$ cat src/pra_pkg.sv
`timescale 1ns / 1ps

package pra_pkg;

    // Default sizing of the managed chunk
    localparam int MAX_PAGES_DEF = 1024;
    localparam int WORD_BITS_DEF = 64;
    localparam int LIMIT_RESET   = 1024;

    // Field widths on the stream ports
    localparam int CNT_W      = 11;
    localparam int START_W    = 10;
    localparam int BASE_W     = 10;
    localparam int ST_W       = 2;
    localparam int IN_DATA_W  = 24;
    localparam int OUT_DATA_W = 24;

    // Result status codes
    localparam logic [ST_W-1:0] ST_OK       = 2'd0;
    localparam logic [ST_W-1:0] ST_NO_RUN   = 2'd1;
    localparam logic [ST_W-1:0] ST_BAD_FREE = 2'd2;

    // Request kinds
    localparam logic ACT_ALLOC = 1'b0;
    localparam logic ACT_FREE  = 1'b1;

    // Word operations applied by the head unit
    localparam logic [1:0] OP_KEEP  = 2'd0;
    localparam logic [1:0] OP_CLEAR = 2'd1;
    localparam logic [1:0] OP_SET   = 2'd2;

    // Control of every map cell
    typedef struct packed {
        logic shift;
        logic dir_down;
        logic fill;
    } t_cell_ctl;

    // Control of the head unit
    typedef struct packed {
        logic       dir_down;
        logic [1:0] op;
    } t_head_ctl;

    // Status from the head unit
    typedef struct packed {
        logic found;
        logic any_free;
    } t_head_stat;

endpackage

$ cat src/pra_cell.sv
`timescale 1ns / 1ps

module pra_cell #(
    parameter int W = pra_pkg::WORD_BITS_DEF
) (
    input  logic                i_clk,
    input  logic                i_rst_n,
    input  pra_pkg::t_cell_ctl  i_ctl,
    input  logic [W-1:0]        i_prev,
    input  logic [W-1:0]        i_next,
    output logic [W-1:0]        o_word
);

    logic [W-1:0] r_word;

    // Hold one map word; fill to all free, or take a neighbor's word
    always_ff @(posedge i_clk) begin
        if (!i_rst_n) begin
            r_word <= '1;
        end else if (i_ctl.fill) begin
            r_word <= '1;
        end else if (i_ctl.shift) begin
            r_word <= i_ctl.dir_down ? i_prev : i_next;
        end
    end

    assign o_word = r_word;

endmodule

$ cat config.mk
export PLATFORM = sky130hd
export DESIGN_NAME = pra_cell
export DESIGN_NICKNAME = d
export VERILOG_FILES = /design/src/pra_pkg.sv /design/src/pra_cell.sv
export SDC_FILE = /design/constraint.sdc
export NUM_CORES = 1
export LEC_CHECK = 0
export BUFFER_PORTS_ARGS = -buffer_cell sky130_fd_sc_hd__buf_4
export CORE_MARGIN = 10
export CORE_UTILIZATION = 35
export CTS_CLUSTER_SIZE = 28
export DETAILED_ROUTE_END_ITERATION = 8
export MAX_ROUTING_LAYER = met4
export PLACE_DENSITY = 0.75
export SETUP_SLACK_MARGIN = 0.15
export SLEW_MARGIN = 20
export SYNTH_ARGS = -nofsm -noshare
export SYNTH_HDL_FRONTEND = slang
export SYNTH_SLANG_ARGS = --single-unit
$ cat constraint.sdc
create_clock -name i_clk -period 1.55 [get_ports i_clk]
set_clock_uncertainty 0.15 [all_clocks]
set_input_delay 0.31 -clock i_clk [delete_from_list [all_inputs] [get_ports i_clk]]
set_output_delay 0.31 -clock i_clk [all_outputs]
set_load 0.02 [all_outputs]
==> impl_metrics.yaml <==
route:
  wl_um: 8890
  drt_iter0_markers: 53
  ant_nets: 0
  via_count: 2472
  avgRoutedWirePerCell_um: 17.4
  post_drt_via_cell_ratio: 4.85
  drtPass1Iterations: 4
  drc: 0
cts:
  cts_num_sinks: 64
  ctsRootBufferMaster: "clkbuf_8"
  post-cts-setup-buffer-count: 0
  cts_resized: 0
  number_of_levels_the_h_tree_was_split_into: 3
  cts_tree: "built"
  worst_setup_hold_path_clk_slew_ps: 70
  insertion_delay_ps: 320
  cts-buffers-inserted: 9
  ctsLongestPathBuffers: 2
  cts_hold_repair.buffers: 0
cells_and_area:
  instances_no_fill: 510
  drive_above_1_share: 0.538
  antennaDiodeCount: 0
  largest_register_ff_count: 64
  synthToLayoutAreaGrowth_pct: 64.4
  fillerInstances: 640
  stdcell_area_um2: 4430
  design.final.nets: 539
status:
  status: "finished, final reports clean"
placed_design:
  gp_routability_congestion: 0.772
  place_area_um2: 4220
  dp.cells: 494
  dp.final_hpwl_um: 7080
  port_buffers: 196
pwr:
  power_density_nw_per_um2: 906
  post_layout_total_power_mw: 4.01
  p_leak_nw: 2.08
  worst_ir_drop_vdd_mv: 0.518
logic_synthesis:
  synth_common_cells: "dfxtp_1, mux2i_1, a2bb2oi_1"
  synth.ff_latch_count: 64
  synth_cell_types: 11
  synth.avg_cell_area_um2: 12.5
  synth_enable_flop_cells: 0
  synth_largest_area_cell: "dfxtp_1"
  yosysSeqAreaShare: 0.476
  asyncSetResetFlopFracSynth: 0
  syn-instance-count: 215
  yosys_most_used_dff: "dfxtp_1"
  ys_warn_count: 0
  synthesized_net_count: 348
  synth_area_um2: 2690
  synth_top_cells_by_area: "dfxtp_1, mux2i_1, a2bb2oi_1"
  yosys_top_cell_area_share: 0.476
floorplan:
  floorplan.initialDensity: 0.366
  die_width_um: 108
  floorplan.die.height_um: 108
  num_io_pins: 197
  fp-row-count: 31
  core_region_area_um2: 7370
  floorplan.die_area_um2: 11600
sta:
  timing_max_transition_violations_final: 0
  fin_setup_tns_ps: 0
  maxSlewHeadroom: 0.792
  setup_violations: 0
  min_cycle_time_layout_ps: 1300
  grt_setup_unrepaired: "false"
  max_clock_freq_ghz: 0.772
  max_slew.worst_pin.slew_ps: 313
  layout_worst_path_cycle_share: 0.836
  timing.final.hold_violations: 0
worst_setup_path:
  critPathBufInv: 1
  worstReg2RegEnd: "o_word[46]$_SDFFE_PP1P_"
  worst-endpoint-required_ps: 1090
  reg2reg_from: "o_word[46]$_SDFFE_PP1P_"
  cell_chain_critical_path: "buf_4"
  worstRegToRegCells: 1
  category_of_the_worst_setup_path_launch_point: "flop"
  cp_slowest_stage_delay_ps: 360
  critical_path_peak_fanout: 2
  critical_path.slowest_cell: "dfxtp_1"
  worstSetupEndpointType: "output pin"
  crit_arrival_ps: 840
  worst-setup-path-type: "flop to output pin"
  ff2ff_setup_slack_ps: 790
  timing.critical_path.depth: 1
  critical-path-top-delay-family: "flip-flops"
min_path:
  end_point_of_the_most_critical_hold_path: "o_word[54]$_SDFFE_PP1P_"
  worst_hold_startpoint: "i_next[54]"
  min-delay-path-class: "primary input to flop"
  min_path_cells: 3
flow_run:
  drv.max_cap_violation_count: 0
global_routing:
  globalRoute.totalOverflow: 0
  antenna_found_initial: 0
  first_pass_grt_wire_length_um: 13800
  grt_max_degree: 65
  grt_pass1_vias: 2762
  gr_usage_total: 0.151
## cell usage in the layout, fill, tap and decap left out, drive strengths merged
| cell type | synthesis | final |
|---|---|---|
| clkbuf | 5 | 13 |
| a2bb2oi | 64 | 64 |
| mux2i | 64 | 64 |
| and3b | 1 | 1 |
| or3b | 1 | 1 |
| dfxtp | 64 | 64 |
| bufinv | 0 | 2 |
| buf | 16 | 201 |
| clkinv | 0 | 1 |
## power breakdown
part | switching [mW] | leakage (nW) | internal [mW] | total, mW
registers | 0.0334 | 0.524 | 1.71 | 1.74
logic | 0.292 | 1.44 | 0.451 | 0.743
clock network | 0.581 | 0.108 | 0.950 | 1.53
total | 0.906 | 2.08 | 3.11 | 4.01
## layout make-up
class / instances / area (um^2) / share of cell area
clock buffers: 13 / 149 / 0.0336
clock inverters: 3 / 65.1 / 0.0147
multi-input cells: 130 / 1250 / 0.282
flip-flops and latches: 64 / 1280 / 0.289
well taps: 99 / 124 / 0.0280
repair buffers: 201 / 1560 / 0.352
## per-stage QoR
step           hold slack [ps]  setup slack, ps  utilization
2_1_floorplan              345              191            -
3_3_place_gp               327            -31.7        0.572
3_5_place_dp               330            -48.3        0.572
4_1_cts                   96.0              236        0.601
5_1_grt                    101              205        0.601
6_report                   107              254        0.601
## routing by layer
metal | part of all wire | up-vias | GRT usage
met5 | 0 | - | -
li1 | - | 1211 | -
met1 | 0.38 | 1136 | 0.154
met2 | 0.52 | 112 | 0.262
met4 | 0.015 | 0 | 0.0477
met3 | 0.088 | 13 | 0.0575
## logic make-up (layout without fill, tap and decap cells)
group | Yosys count | after routing | share of synthesized area
and+or+nand+nor | 2 | 2 | 0.00697
AOI/OAI and AO/OA | 64 | 64 | 0.220
DFF | 64 | 64 | 0.476
buffers and inverters | 21 | 217 | 0.0599
muxes | 64 | 64 | 0.238
## worst max path at each step
stage | startpoint | to
2_1_floorplan | i_ctl[2] | o_word[10]$_SDFFE_PP1P_
3_3_place_gp | i_ctl[2] | o_word[22]$_SDFFE_PP1P_
3_5_place_dp | i_ctl[2] | o_word[60]$_SDFFE_PP1P_
4_1_cts | o_word[9]$_SDFFE_PP1P_ | o_word[9]
5_1_grt | o_word[2]$_SDFFE_PP1P_ | o_word[2]
6_report | o_word[18]$_SDFFE_PP1P_ | o_word[18]
(Power assumes the default switching activity.)
